**src/rtl/core/gdat_pkg.sv**
```systemverilog
// Shared types and constants for the disk geometry address translator.
`timescale 1ns / 1ps
`default_nettype none

package gdat_pkg;

    localparam int LinW    = 28;
    localparam int CylW    = 12;
    localparam int HeadW   = 8;
    localparam int BlkW    = 8;
    localparam int PerCylW = HeadW + BlkW;
    localparam int HdrW    = 32;
    localparam int DataW   = 32;
    localparam int AddrW   = 4;

    localparam logic [CylW-1:0]    CYL_RST     = 12'd815;
    localparam logic [HeadW-1:0]   HEAD_RST    = 8'd19;
    localparam logic [BlkW-1:0]    BLK_RST     = 8'd17;
    localparam logic [PerCylW-1:0] PER_CYL_RST = 16'd323;

    // commands
    localparam logic CMD_TO_CHS = 1'b0;
    localparam logic CMD_TO_LIN = 1'b1;

    // register indexes (paddr[3:2])
    typedef logic [1:0] t_reg_idx;
    localparam t_reg_idx REG_CYL  = 2'd0;
    localparam t_reg_idx REG_HEAD = 2'd1;
    localparam t_reg_idx REG_BLK  = 2'd2;

    typedef enum logic [1:0] {
        NEXT_TRACK = 2'd0,
        NEXT_HEAD  = 2'd1,
        NEXT_CYL   = 2'd2,
        NEXT_END   = 2'd3
    } t_next;

    typedef struct packed {
        logic [CylW-1:0]    cyl;
        logic [HeadW-1:0]   head;
        logic [BlkW-1:0]    blk;
        logic [PerCylW-1:0] per_cyl;
    } t_geom;

    // request fields carried alongside the divider
    typedef struct packed {
        logic              cmd;
        logic [LinW-1:0]   lin;
        logic [CylW-1:0]   cyl;
        logic [HeadW-1:0]  head;
        logic [BlkW-1:0]   blk;
    } t_side;

    typedef struct packed {
        t_side           side;
        logic [LinW-1:0] quo;
    } t_side2;

endpackage

`default_nettype wire

```
**src/rtl/core/gdat_req_if.sv**
```systemverilog
// Request channel: command and address or coordinates.
`timescale 1ns / 1ps
`default_nettype none

interface gdat_req_if;
    logic                        valid;
    logic                        ready;
    logic                        cmd;
    logic [gdat_pkg::LinW-1:0]   linear_address;
    logic [gdat_pkg::CylW-1:0]   cylinder_in;
    logic [gdat_pkg::HeadW-1:0]  head_in;
    logic [gdat_pkg::BlkW-1:0]   block_in;

    modport source (output valid, cmd, linear_address, cylinder_in, head_in, block_in,
                    input ready);
    modport sink   (input valid, cmd, linear_address, cylinder_in, head_in, block_in,
                    output ready);
endinterface

`default_nettype wire

```
**src/rtl/core/gdat_rsp_if.sv**
```systemverilog
// Response channel: translated address, coordinates and sector header.
`timescale 1ns / 1ps
`default_nettype none

interface gdat_rsp_if;
    logic                        valid;
    logic                        ready;
    logic [gdat_pkg::LinW-1:0]   linear_out;
    logic [gdat_pkg::CylW-1:0]   cylinder_out;
    logic [gdat_pkg::HeadW-1:0]  head_out;
    logic [gdat_pkg::BlkW-1:0]   block_out;
    logic [gdat_pkg::HdrW-1:0]   header_word;
    logic [1:0]                  next_code;
    logic                        out_of_range;

    modport source (output valid, linear_out, cylinder_out, head_out, block_out,
                    header_word, next_code, out_of_range, input ready);
    modport sink   (input valid, linear_out, cylinder_out, head_out, block_out,
                    header_word, next_code, out_of_range, output ready);
endinterface

`default_nettype wire

```
**src/rtl/core/gdat_div_cell.sv**
```systemverilog
// One restoring-division cell: resolves one quotient bit and passes the word on.
`timescale 1ns / 1ps
`default_nettype none

module gdat_div_cell #(
    parameter int RemW  = 16,
    parameter int NumW  = 28,
    parameter int SideW = 1
) (
    input  wire logic             i_clk,
    input  wire logic             i_rst_n,
    input  wire logic             i_valid,
    output logic                  o_take,
    input  wire logic [RemW-1:0]  i_rem,
    input  wire logic [NumW-1:0]  i_num,
    input  wire logic [RemW-1:0]  i_divisor,
    input  wire logic [SideW-1:0] i_side,
    output logic                  o_valid,
    input  wire logic             i_take_next,
    output logic [RemW-1:0]       o_rem,
    output logic [NumW-1:0]       o_num,
    output logic [SideW-1:0]      o_side
);

    logic             r_valid;
    logic [RemW-1:0]  r_rem;
    logic [NumW-1:0]  r_num;
    logic [SideW-1:0] r_side;
    logic [RemW:0]    w_trial;
    logic [RemW:0]    w_diff;
    logic             w_ge;

    // bring down the next dividend bit; quotient bits shift in at the bottom
    assign w_trial = {i_rem, i_num[NumW-1]};
    assign w_diff  = w_trial - {1'b0, i_divisor};
    assign w_ge    = w_trial >= {1'b0, i_divisor};

    assign o_take = !r_valid || i_take_next;

    always_ff @(posedge i_clk) begin
        if (!i_rst_n) begin
            r_valid <= 1'b0;
        end else if (o_take) begin
            r_valid <= i_valid;
        end
    end

    always_ff @(posedge i_clk) begin
        if (o_take && i_valid) begin
            r_rem  <= w_ge ? w_diff[RemW-1:0] : w_trial[RemW-1:0];
            r_num  <= {i_num[NumW-2:0], w_ge};
            r_side <= i_side;
        end
    end

    assign o_valid = r_valid;
    assign o_rem   = r_rem;
    assign o_num   = r_num;
    assign o_side  = r_side;

endmodule

`default_nettype wire

```
**src/rtl/core/gdat_finish.sv**
```systemverilog
// Tail stages: coordinate-to-linear multiply, range check, next code and header.
`timescale 1ns / 1ps
`default_nettype none

module gdat_finish (
    input  wire logic                          i_clk,
    input  wire logic                          i_rst_n,
    input  wire logic                          i_valid,
    output logic                               o_take,
    input  wire gdat_pkg::t_side2              i_side,
    input  wire logic [gdat_pkg::HeadW-1:0]    i_head_q,
    input  wire logic [gdat_pkg::BlkW-1:0]     i_blk_r,
    input  wire gdat_pkg::t_geom               i_geom,
    gdat_rsp_if.source                         o_rsp
);

    localparam int ProdW = gdat_pkg::CylW + gdat_pkg::HeadW;

    // stage A
    logic                           r_a_valid;
    logic                           r_a_cmd;
    logic [gdat_pkg::LinW-1:0]      r_a_lin;
    logic [gdat_pkg::LinW-1:0]      r_a_cyl;
    logic [gdat_pkg::HeadW-1:0]     r_a_head;
    logic [gdat_pkg::BlkW-1:0]      r_a_blk;
    logic [ProdW-1:0]               r_a_prod;
    logic                           r_a_bad;
    logic [gdat_pkg::LinW-1:0]      n_a_cyl;
    logic [gdat_pkg::HeadW-1:0]     n_a_head;
    logic [gdat_pkg::BlkW-1:0]      n_a_blk;
    logic [ProdW-1:0]               n_a_prod;
    logic                           n_a_bad;
    logic                           w_no_div;
    logic                           w_take_b;

    // stage B (output word)
    logic                           r_b_valid;
    logic [gdat_pkg::LinW-1:0]      r_b_lin;
    logic [gdat_pkg::CylW-1:0]      r_b_cyl;
    logic [gdat_pkg::HeadW-1:0]     r_b_head;
    logic [gdat_pkg::BlkW-1:0]      r_b_blk;
    gdat_pkg::t_next                r_b_code;
    logic                           r_b_bad;
    logic [gdat_pkg::LinW-1:0]      n_b_lin;
    gdat_pkg::t_next                n_b_code;
    logic [gdat_pkg::LinW-1:0]      w_mul;

    assign w_no_div = i_geom.per_cyl == '0;
    assign w_take_b = !r_b_valid || o_rsp.ready;
    assign o_take   = !r_a_valid || w_take_b;

    always_comb begin
        if (i_side.side.cmd == gdat_pkg::CMD_TO_CHS) begin
            n_a_cyl  = w_no_div ? '0 : i_side.quo;
            n_a_head = w_no_div ? '0 : i_head_q;
            n_a_blk  = w_no_div ? '0 : i_blk_r;
            n_a_bad  = w_no_div || (i_side.quo >= gdat_pkg::LinW'(i_geom.cyl));
        end else begin
            n_a_cyl  = gdat_pkg::LinW'(i_side.side.cyl);
            n_a_head = i_side.side.head;
            n_a_blk  = i_side.side.blk;
            n_a_bad  = (i_side.side.cyl >= i_geom.cyl) || (i_side.side.head >= i_geom.head)
                       || (i_side.side.blk >= i_geom.blk);
        end
        n_a_prod = ProdW'(ProdW'(i_side.side.cyl) * ProdW'(i_geom.head))
                   + ProdW'(i_side.side.head);
    end

    always_ff @(posedge i_clk) begin
        if (!i_rst_n) begin
            r_a_valid <= 1'b0;
        end else if (o_take) begin
            r_a_valid <= i_valid;
        end
    end

    always_ff @(posedge i_clk) begin
        if (o_take && i_valid) begin
            r_a_cmd  <= i_side.side.cmd;
            r_a_lin  <= i_side.side.lin;
            r_a_cyl  <= n_a_cyl;
            r_a_head <= n_a_head;
            r_a_blk  <= n_a_blk;
            r_a_prod <= n_a_prod;
            r_a_bad  <= n_a_bad;
        end
    end

    assign w_mul = gdat_pkg::LinW'(gdat_pkg::LinW'(r_a_prod) * gdat_pkg::LinW'(i_geom.blk))
                   + gdat_pkg::LinW'(r_a_blk);

    always_comb begin
        if (r_a_cmd == gdat_pkg::CMD_TO_CHS) begin
            n_b_lin = r_a_lin;
        end else begin
            n_b_lin = r_a_bad ? '0 : w_mul;
        end
        // use the full cylinder so anything past the last one reads as end of pack
        if (({1'b0, r_a_blk} + 9'd1) < {1'b0, i_geom.blk}) begin
            n_b_code = gdat_pkg::NEXT_TRACK;
        end else if (({1'b0, r_a_head} + 9'd1) < {1'b0, i_geom.head}) begin
            n_b_code = gdat_pkg::NEXT_HEAD;
        end else if (({1'b0, r_a_cyl} + 29'd1) < 29'(i_geom.cyl)) begin
            n_b_code = gdat_pkg::NEXT_CYL;
        end else begin
            n_b_code = gdat_pkg::NEXT_END;
        end
    end

    always_ff @(posedge i_clk) begin
        if (!i_rst_n) begin
            r_b_valid <= 1'b0;
        end else if (w_take_b) begin
            r_b_valid <= r_a_valid;
        end
    end

    always_ff @(posedge i_clk) begin
        if (w_take_b && r_a_valid) begin
            r_b_lin  <= n_b_lin;
            r_b_cyl  <= r_a_cyl[gdat_pkg::CylW-1:0];
            r_b_head <= r_a_head;
            r_b_blk  <= r_a_blk;
            r_b_code <= n_b_code;
            r_b_bad  <= r_a_bad;
        end
    end

    assign o_rsp.valid        = r_b_valid;
    assign o_rsp.linear_out   = r_b_lin;
    assign o_rsp.cylinder_out = r_b_cyl;
    assign o_rsp.head_out     = r_b_head;
    assign o_rsp.block_out    = r_b_blk;
    assign o_rsp.header_word  = {r_b_code, 2'b00, r_b_cyl, r_b_head, r_b_blk};
    assign o_rsp.next_code    = r_b_code;
    assign o_rsp.out_of_range = r_b_bad;

endmodule

`default_nettype wire

```
**src/rtl/core/disk_geometry_address_translator_unit.sv**
```systemverilog
// Top level of the disk geometry address translator.
// Converts a linear block number to cylinder/head/block (command 0) or back (command 1),
// and builds the sector header word with its next-block code and a range flag. A new
// request word is taken every cycle unless a response-side stall pushes back; each result
// passes 28 division cells for linear/(heads*blocks), 8 cells for the remainder/blocks,
// then a multiply stage and the output register. The division chains resolve one bit
// per cell. Stalls on the response side fill empty stages first, then push back
// to the request side. Geometry registers sit on the APB port at byte offsets 0, 4, 8
// and must be written only while no request is in flight.
`timescale 1ns / 1ps
`default_nettype none

module disk_geometry_address_translator_unit (
    input  wire logic                           i_clk,
    input  wire logic                           i_rst_n,
    input  wire logic                           psel,
    input  wire logic                           penable,
    input  wire logic                           pwrite,
    input  wire logic [gdat_pkg::AddrW-1:0]     paddr,
    input  wire logic [gdat_pkg::DataW-1:0]     pwdata,
    output logic [gdat_pkg::DataW-1:0]          prdata,
    output logic                                pready,
    gdat_req_if.sink                            i_req,
    gdat_rsp_if.source                          o_rsp
);

    localparam int Div1N = gdat_pkg::LinW;
    localparam int Div2N = gdat_pkg::BlkW;
    localparam int RemW  = gdat_pkg::PerCylW;

    gdat_pkg::t_geom  r_geom;
    gdat_pkg::t_reg_idx w_idx;
    logic             w_wr;

    logic                      w_v1    [0:Div1N];
    logic                      w_take1 [0:Div1N];
    logic [RemW-1:0]           w_rem1  [0:Div1N];
    logic [gdat_pkg::LinW-1:0] w_num1  [0:Div1N];
    gdat_pkg::t_side           w_side1 [0:Div1N];

    logic                      w_v2    [0:Div2N];
    logic                      w_take2 [0:Div2N];
    logic [gdat_pkg::BlkW-1:0] w_rem2  [0:Div2N];
    logic [gdat_pkg::BlkW-1:0] w_num2  [0:Div2N];
    gdat_pkg::t_side2          w_side2 [0:Div2N];

    // configuration port
    assign pready = 1'b1;
    assign w_idx  = paddr[3:2];
    assign w_wr   = psel && penable && pwrite;

    always_ff @(posedge i_clk) begin
        if (!i_rst_n) begin
            r_geom.cyl     <= gdat_pkg::CYL_RST;
            r_geom.head    <= gdat_pkg::HEAD_RST;
            r_geom.blk     <= gdat_pkg::BLK_RST;
            r_geom.per_cyl <= gdat_pkg::PER_CYL_RST;
        end else if (w_wr) begin
            case (w_idx)
                gdat_pkg::REG_CYL: begin
                    r_geom.cyl <= pwdata[gdat_pkg::CylW-1:0];
                end
                gdat_pkg::REG_HEAD: begin
                    r_geom.head    <= pwdata[gdat_pkg::HeadW-1:0];
                    r_geom.per_cyl <= RemW'(pwdata[gdat_pkg::HeadW-1:0]) * RemW'(r_geom.blk);
                end
                gdat_pkg::REG_BLK: begin
                    r_geom.blk     <= pwdata[gdat_pkg::BlkW-1:0];
                    r_geom.per_cyl <= RemW'(r_geom.head) * RemW'(pwdata[gdat_pkg::BlkW-1:0]);
                end
                default: begin
                end
            endcase
        end
    end

    always_comb begin
        case (w_idx)
            gdat_pkg::REG_CYL:  prdata = gdat_pkg::DataW'(r_geom.cyl);
            gdat_pkg::REG_HEAD: prdata = gdat_pkg::DataW'(r_geom.head);
            gdat_pkg::REG_BLK:  prdata = gdat_pkg::DataW'(r_geom.blk);
            default:            prdata = '0;
        endcase
    end

    // first chain: linear / (heads * blocks)
    assign w_v1[0]        = i_req.valid;
    assign i_req.ready    = w_take1[0];
    assign w_rem1[0]      = '0;
    assign w_num1[0]      = i_req.linear_address;
    assign w_side1[0].cmd  = i_req.cmd;
    assign w_side1[0].lin  = i_req.linear_address;
    assign w_side1[0].cyl  = i_req.cylinder_in;
    assign w_side1[0].head = i_req.head_in;
    assign w_side1[0].blk  = i_req.block_in;

    for (genvar k = 0; k < Div1N; k++) begin : g_div1
        gdat_div_cell #(
            .RemW  (RemW),
            .NumW  (gdat_pkg::LinW),
            .SideW ($bits(gdat_pkg::t_side))
        ) u_cell (
            .i_clk       (i_clk),
            .i_rst_n     (i_rst_n),
            .i_valid     (w_v1[k]),
            .o_take      (w_take1[k]),
            .i_rem       (w_rem1[k]),
            .i_num       (w_num1[k]),
            .i_divisor   (r_geom.per_cyl),
            .i_side      (w_side1[k]),
            .o_valid     (w_v1[k+1]),
            .i_take_next (w_take1[k+1]),
            .o_rem       (w_rem1[k+1]),
            .o_num       (w_num1[k+1]),
            .o_side      (w_side1[k+1])
        );
    end

    // second chain: remainder / blocks; the head quotient fits in 8 bits,
    // so the upper remainder byte starts as the partial remainder
    assign w_v2[0]           = w_v1[Div1N];
    assign w_take1[Div1N]    = w_take2[0];
    assign w_rem2[0]         = w_rem1[Div1N][RemW-1:gdat_pkg::BlkW];
    assign w_num2[0]         = w_rem1[Div1N][gdat_pkg::BlkW-1:0];
    assign w_side2[0].side   = w_side1[Div1N];
    assign w_side2[0].quo    = w_num1[Div1N];

    for (genvar k = 0; k < Div2N; k++) begin : g_div2
        gdat_div_cell #(
            .RemW  (gdat_pkg::BlkW),
            .NumW  (gdat_pkg::BlkW),
            .SideW ($bits(gdat_pkg::t_side2))
        ) u_cell (
            .i_clk       (i_clk),
            .i_rst_n     (i_rst_n),
            .i_valid     (w_v2[k]),
            .o_take      (w_take2[k]),
            .i_rem       (w_rem2[k]),
            .i_num       (w_num2[k]),
            .i_divisor   (r_geom.blk),
            .i_side      (w_side2[k]),
            .o_valid     (w_v2[k+1]),
            .i_take_next (w_take2[k+1]),
            .o_rem       (w_rem2[k+1]),
            .o_num       (w_num2[k+1]),
            .o_side      (w_side2[k+1])
        );
    end

    gdat_finish u_finish (
        .i_clk    (i_clk),
        .i_rst_n  (i_rst_n),
        .i_valid  (w_v2[Div2N]),
        .o_take   (w_take2[Div2N]),
        .i_side   (w_side2[Div2N]),
        .i_head_q (w_num2[Div2N]),
        .i_blk_r  (w_rem2[Div2N]),
        .i_geom   (r_geom),
        .o_rsp    (o_rsp)
    );

endmodule

`default_nettype wire
```
**src/flat_wrapper.sv**
```systemverilog
// flat-port wrapper written by rule: the top's interface ports become plain ports
module disk_geometry_address_translator_unit_flat 
  (i_clk, i_rst_n, psel, penable, pwrite, paddr, pwdata, prdata, pready, i_req_valid, i_req_cmd, i_req_linear_address, i_req_cylinder_in, i_req_head_in, i_req_block_in, i_req_ready, o_rsp_valid, o_rsp_linear_out, o_rsp_cylinder_out, o_rsp_head_out, o_rsp_block_out, o_rsp_header_word, o_rsp_next_code, o_rsp_out_of_range, o_rsp_ready);
  gdat_req_if i_req_i ();
  gdat_rsp_if o_rsp_i ();
  input  wire logic i_clk;
  input  wire logic i_rst_n;
  input  wire logic psel;
  input  wire logic penable;
  input  wire logic pwrite;
  input  wire logic [gdat_pkg::AddrW-1:0] paddr;
  input  wire logic [gdat_pkg::DataW-1:0] pwdata;
  output logic [gdat_pkg::DataW-1:0] prdata;
  output logic pready;
  input wire logic [$bits(i_req_i.valid)-1:0] i_req_valid;
  input wire logic [$bits(i_req_i.cmd)-1:0] i_req_cmd;
  input wire logic [$bits(i_req_i.linear_address)-1:0] i_req_linear_address;
  input wire logic [$bits(i_req_i.cylinder_in)-1:0] i_req_cylinder_in;
  input wire logic [$bits(i_req_i.head_in)-1:0] i_req_head_in;
  input wire logic [$bits(i_req_i.block_in)-1:0] i_req_block_in;
  output wire logic [$bits(i_req_i.ready)-1:0] i_req_ready;
  output wire logic [$bits(o_rsp_i.valid)-1:0] o_rsp_valid;
  output wire logic [$bits(o_rsp_i.linear_out)-1:0] o_rsp_linear_out;
  output wire logic [$bits(o_rsp_i.cylinder_out)-1:0] o_rsp_cylinder_out;
  output wire logic [$bits(o_rsp_i.head_out)-1:0] o_rsp_head_out;
  output wire logic [$bits(o_rsp_i.block_out)-1:0] o_rsp_block_out;
  output wire logic [$bits(o_rsp_i.header_word)-1:0] o_rsp_header_word;
  output wire logic [$bits(o_rsp_i.next_code)-1:0] o_rsp_next_code;
  output wire logic [$bits(o_rsp_i.out_of_range)-1:0] o_rsp_out_of_range;
  input wire logic [$bits(o_rsp_i.ready)-1:0] o_rsp_ready;
  assign i_req_i.valid = i_req_valid;
  assign i_req_i.cmd = i_req_cmd;
  assign i_req_i.linear_address = i_req_linear_address;
  assign i_req_i.cylinder_in = i_req_cylinder_in;
  assign i_req_i.head_in = i_req_head_in;
  assign i_req_i.block_in = i_req_block_in;
  assign i_req_ready = i_req_i.ready;
  assign o_rsp_valid = o_rsp_i.valid;
  assign o_rsp_linear_out = o_rsp_i.linear_out;
  assign o_rsp_cylinder_out = o_rsp_i.cylinder_out;
  assign o_rsp_head_out = o_rsp_i.head_out;
  assign o_rsp_block_out = o_rsp_i.block_out;
  assign o_rsp_header_word = o_rsp_i.header_word;
  assign o_rsp_next_code = o_rsp_i.next_code;
  assign o_rsp_out_of_range = o_rsp_i.out_of_range;
  assign o_rsp_i.ready = o_rsp_ready;
  disk_geometry_address_translator_unit u_core (.i_clk(i_clk), .i_rst_n(i_rst_n), .psel(psel), .penable(penable), .pwrite(pwrite), .paddr(paddr), .pwdata(pwdata), .prdata(prdata), .pready(pready), .i_req(i_req_i), .o_rsp(o_rsp_i));
endmodule
```
**config.mk**
```make
export PLATFORM = sky130hd
export DESIGN_NAME = disk_geometry_address_translator_unit_flat
export DESIGN_NICKNAME = d
export VERILOG_FILES = /design/src/rtl/core/gdat_pkg.sv /design/src/rtl/core/gdat_req_if.sv /design/src/rtl/core/gdat_rsp_if.sv /design/src/rtl/core/gdat_div_cell.sv /design/src/rtl/core/gdat_finish.sv /design/src/rtl/core/disk_geometry_address_translator_unit.sv /design/src/flat_wrapper.sv
export SDC_FILE = /design/constraint.sdc
export NUM_CORES = 2
export LEC_CHECK = 0
export BUFFER_PORTS_ARGS = -buffer_cell sky130_fd_sc_hd__clkbuf_2
export CORE_MARGIN = 10
export CORE_UTILIZATION = 50
export DETAILED_ROUTE_END_ITERATION = 8
export GPL_TIMING_DRIVEN = 0
export PLACE_DENSITY = 0.75
export SYNTH_ARGS = -nofsm -noshare
export SYNTH_HDL_FRONTEND = slang
export SYNTH_SLANG_ARGS = --single-unit
export TNS_END_PERCENT = 5
```
**constraint.sdc**
```tcl
create_clock -name i_clk -period 12.9 [get_ports i_clk]
set_input_delay 0.645 -clock i_clk [delete_from_list [all_inputs] [get_ports i_clk]]
set_output_delay 0.645 -clock i_clk [all_outputs]
set_load 0.005 [all_outputs]
```
==> impl_metrics.csv <==
group,metric,value,unit
status,status,"completed",
sta,skew,0.0773,ns
die,initial_core_util,50.3,%
sta,setup-violations-final,0,
cells_and_area,final_common_cell,"edfxtp_1",
cells_and_area,nFillCells,21900,
die,coreArea,298000,µm²
worst_setup_path,r2r_cells,20,
power,p_leak,0.0603,µW
worst_setup_path,cp-start-kind,"flip-flop",
place,placed_cell_area,159000,µm²
clock_network,cts_setup_buffers,0,
route,vias_per_cell,5.51,
clock_network,cts_root_buf,"clkbuf_16",
sta,rsz0062_at_grt,"no",
global_routing,grt_overflow,0,
worst_setup_path,path_buf_inv,5,
route,first_pass_iters,8,
cells_and_area,final_cells,14400,
place,routabilityCongestion,0.909,
worst_setup_path,path_delay_family,"compound AO/OA/AOI/OAI gates",
clock_network,insertion_delay,0.89,ns
worst_setup_path,cp.depth,20,
worst_setup_path,cp.required,13.44,ns
run,cap_violations,0,
place,dp_hpwl,219000,µm
synth,ys_types,92,
cells_and_area,ff_latch_area,104000,µm²
synth,ys_seq_area_share,69.5,%
die,ios,226,
global_routing,grt_first_pass_wirelength,493000,µm
place,dp_cells,13800,
worst_setup_path,path_cells,"clkbuf_1 > clkbuf_1 > nand2_1 > fa_1 > fa_1 > inv_1 > ha_1 > inv_1 > fa_1 > inv_1 > ha_1 > a211oi_1 > o21a_1 > o221ai_1 > o31ai_1 > o21ai_0 > o21ai_0 > a21boi_0 > xnor2_1 > o2bb2ai_1",
worst_setup_path,reg2reg_from,"u_core.r_geom[16]",
cells_and_area,area_growth,13.5,%
sta,fin_crit,8.34,ns
global_routing,grt_pass1_vias,82800,
worst_setup_path,critPathLaunch,"u_core.r_geom[16]",
clock_network,ctsResizeCount,0,
worst_setup_path,crit_type,"reg2reg",
route,wl_per_cell,22.7,µm
sta,hold_violations,0,
global_routing,grt_max_degree,62,
synth,netlist_instances,9511,
clock_network,hold_buffers,57,
synth,ys_seq_elements,3493,
worst_setup_path,crit_path_end_kind,"flip-flop",
worst_setup_path,max_stage_delay,0.98,ns
sta,max_slew_margin,7.10,%
synth,synth-async-reset-ratio,0,%
die,dieArea,322000,µm²
synth,yosys_warnings,0,
cells_and_area,nets,11400,
die,die_x,567,µm
sta,finalCritPeriodShare,64.7,%
die,rows,200,
cells_and_area,multi_input_area,42300,µm²
cells_and_area,final_cell_area,170000,µm²
worst_setup_path,r2r-end,"u_core.u_finish.o_rsp.linear_out[22]",
cells_and_area,drive_gt1_share,13.0,%
worst_setup_path,rrSetupSlack,4.56,ns
route,drt_wl_total,328000,µm
route,drtAntennaViolNets,0,
clock_network,tritoncts,"done",
clock_network,cts-buffers-inserted,341,
clock_network,clock-sinks,3493,
sta,fmax,120,MHz
power,powerDensity,136,nW/µm²
worst_setup_path,endpoint,"u_core.u_finish.o_rsp.linear_out[22]",
place,port_buffers,172,
synth,syn_area_per_cell,15.7,µm²
worst_setup_path,crit_path_top_delay_cell,"dfxtp_1",
global_routing,antenna_found_initial,5,
route,num_vias,79600,
die,die_h,567,µm
clock_network,clkTransAtPathRegs,0.06,ns
synth,ys.flop_type,"edfxtp_1",
power,vdd_drop_max,0.156,mV
sta,slew_violations,0,
cells_and_area,mostFrequentLayoutCells,"3,411 x edfxtp_1, 746 x ha_1, 667 x inv_1",
route,drc,0,
worst_setup_path,cp_max_fo,13,
sta,worstMarginPinSlew,1.39,ns
global_routing,grt_usage,19.7,%
clock_network,h-tree-depth,5,
hold_path,hp-class,"in2reg",
worst_setup_path,cp.arrival,8.88,ns
clock_network,cts.path.max_buffers,4,
synth,synth-edff-count,3411,
synth,mappedNetlistArea,150000,µm²
route,drt_iter0_markers,5944,
[cells by family (layout without fill, tap and decap cells)]
logic type	Yosys count	after routing	synth area share [%]
AOI/OAI and AO/OA	1324	1324	5.84
xor gates and xnor gates	357	357	2.09
adders and majority gates	1037	1037	10.1
buffers and inverters	904	1864	2.47
DFF	3493	3493	69.5
muxes	452	452	3.34
other	2	31	0.00502
and+or+nand+nor	1942	1942	6.60
[tightest hold or removal path: stages]
cell and delay (ns):
clkbuf_2 0.08, nand2_1 0.05, o211ai_1 0.08
[how the worst min path moves through the flow]
| stage | start | end | depth (start not counted) |
|---|---|---|---|
| after floorplan | u_core.g_div1[9].u_cell.o_num[9] | u_core.g_div1[10].u_cell.o_num[10] | 0 |
| after CTS | pwdata[9] | u_core.r_geom[41] | 3 |
| after detailed placement | u_core.g_div1[10].u_cell.o_side[10] | u_core.g_div1[11].u_cell.o_side[10] | 0 |
| after global routing | pwdata[9] | u_core.r_geom[41] | 3 |
| after global placement | u_core.g_div1[0].u_cell.o_side[9] | u_core.g_div1[1].u_cell.o_side[9] | 0 |
| final | pwdata[9] | u_core.r_geom[41] | 3 |
[power breakdown]
| part | leakage, µW | switching [µW] | internal (µW) |
|---|---|---|---|
| combinational | 0.0238 | 614 | 444 |
| clock | 0.00519 | 4220 | 5420 |
| sequential | 0.0314 | 27.4 | 12400 |
[final cells by class]
class                   instances  area share [%]
well taps                    3939            2.90
multi-input cells            5135            24.9
inverters                     682            1.51
diodes                          8          0.0118
clock buffers                 419            5.26
plain buffers                 222           0.671
flip-flops and latches       3493            61.3
clock inverters               188            1.04
repair buffers                353            2.40
[layer usage]
metal  part of all wire [%]  up-vias  global-route usage (%)
li1                       -    37000                       -
met1                     39    39300                    23.6
met2                     50     2555                    34.7
met3                    5.0      737                    2.81
met4                    5.7        2                    9.86
met5                 0.0043        -                       0
[registers in the layout, summed over array words and instances (netlist names), 12 cells and up]
register                            flops
u_core.u_finish.o_rsp.cylinder_out     12
u_core.u_finish.r_a_lin                28
u_core.g_div1.u_cell.o_side          1245
u_core.u_finish.o_rsp.linear_out       28
u_core.g_div2.u_cell.o_rem             64
u_core.u_finish.r_a_prod               20
u_core.g_div1.u_cell.o_num            757
u_core.u_finish.r_a_cyl                28
u_core.g_div1.u_cell.o_rem            448
u_core.g_div2.u_cell.o_num             64
u_core.g_div2.u_cell.o_side           680
u_core.g_div1.u_cell.o_valid           28
u_core.r_geom                          44
[synth_stat cells, types with 22 or more instances]
cell / instances / share of area, %
nor2_1: 376 / 0.94
mux2i_1: 98 / 0.66
a311oi_1: 25 / 0.15
nand4b_1: 26 / 0.15
nand2b_1: 76 / 0.32
edfxtp_1: 3411 / 68
inv_1: 682 / 1.7
buf_4: 66 / 0.33
clkbuf_1: 131 / 0.33
and3_1: 48 / 0.20
or3_1: 53 / 0.22
a22o_1: 29 / 0.17
a31oi_1: 28 / 0.12
xor2_1: 131 / 0.77
a21oi_1: 366 / 1.2
ha_1: 746 / 6.2
xnor2_1: 226 / 1.3
a211oi_1: 42 / 0.21
mux2_2: 343 / 2.6
a21boi_0: 62 / 0.31
o22ai_1: 24 / 0.10
nand3_1: 87 / 0.29
fa_1: 291 / 3.9
a21o_1: 136 / 0.68
nand4_1: 134 / 0.56
nand2_1: 520 / 1.3
nor3_1: 109 / 0.36
o211ai_1: 30 / 0.15
o21ai_1: 27 / 0.090
o2bb2ai_1: 22 / 0.13
o31a_1: 27 / 0.16
o21a_1: 64 / 0.32
o21ai_0: 232 / 0.78
and2_1: 222 / 0.93
nor2b_1: 144 / 0.60
nor4_1: 63 / 0.26
a31o_2: 26 / 0.15
dfxtp_1: 82 / 1.1
[stage by stage]
stage | TNS [ns] | hold slack [ns] | power, µW | worst slack (ns) | utilization (%)
final | 0 | 0.0549 | 23100 | 4.56 | 57.1
after global routing | 0 | 0.0646 | 23800 | 4.36 | 57.1
after CTS | 0 | 0.00238 | 23300 | 4.54 | 57.1
after detailed placement | 0 | 0.405 | 13700 | 4.57 | 53.3
after global placement | -370.79 | 0.400 | 13600 | -1.71 | 52.3
after floorplan | 0 | 0.400 | 13400 | 3.16 | -
Power figures use the tool's default switching activity.
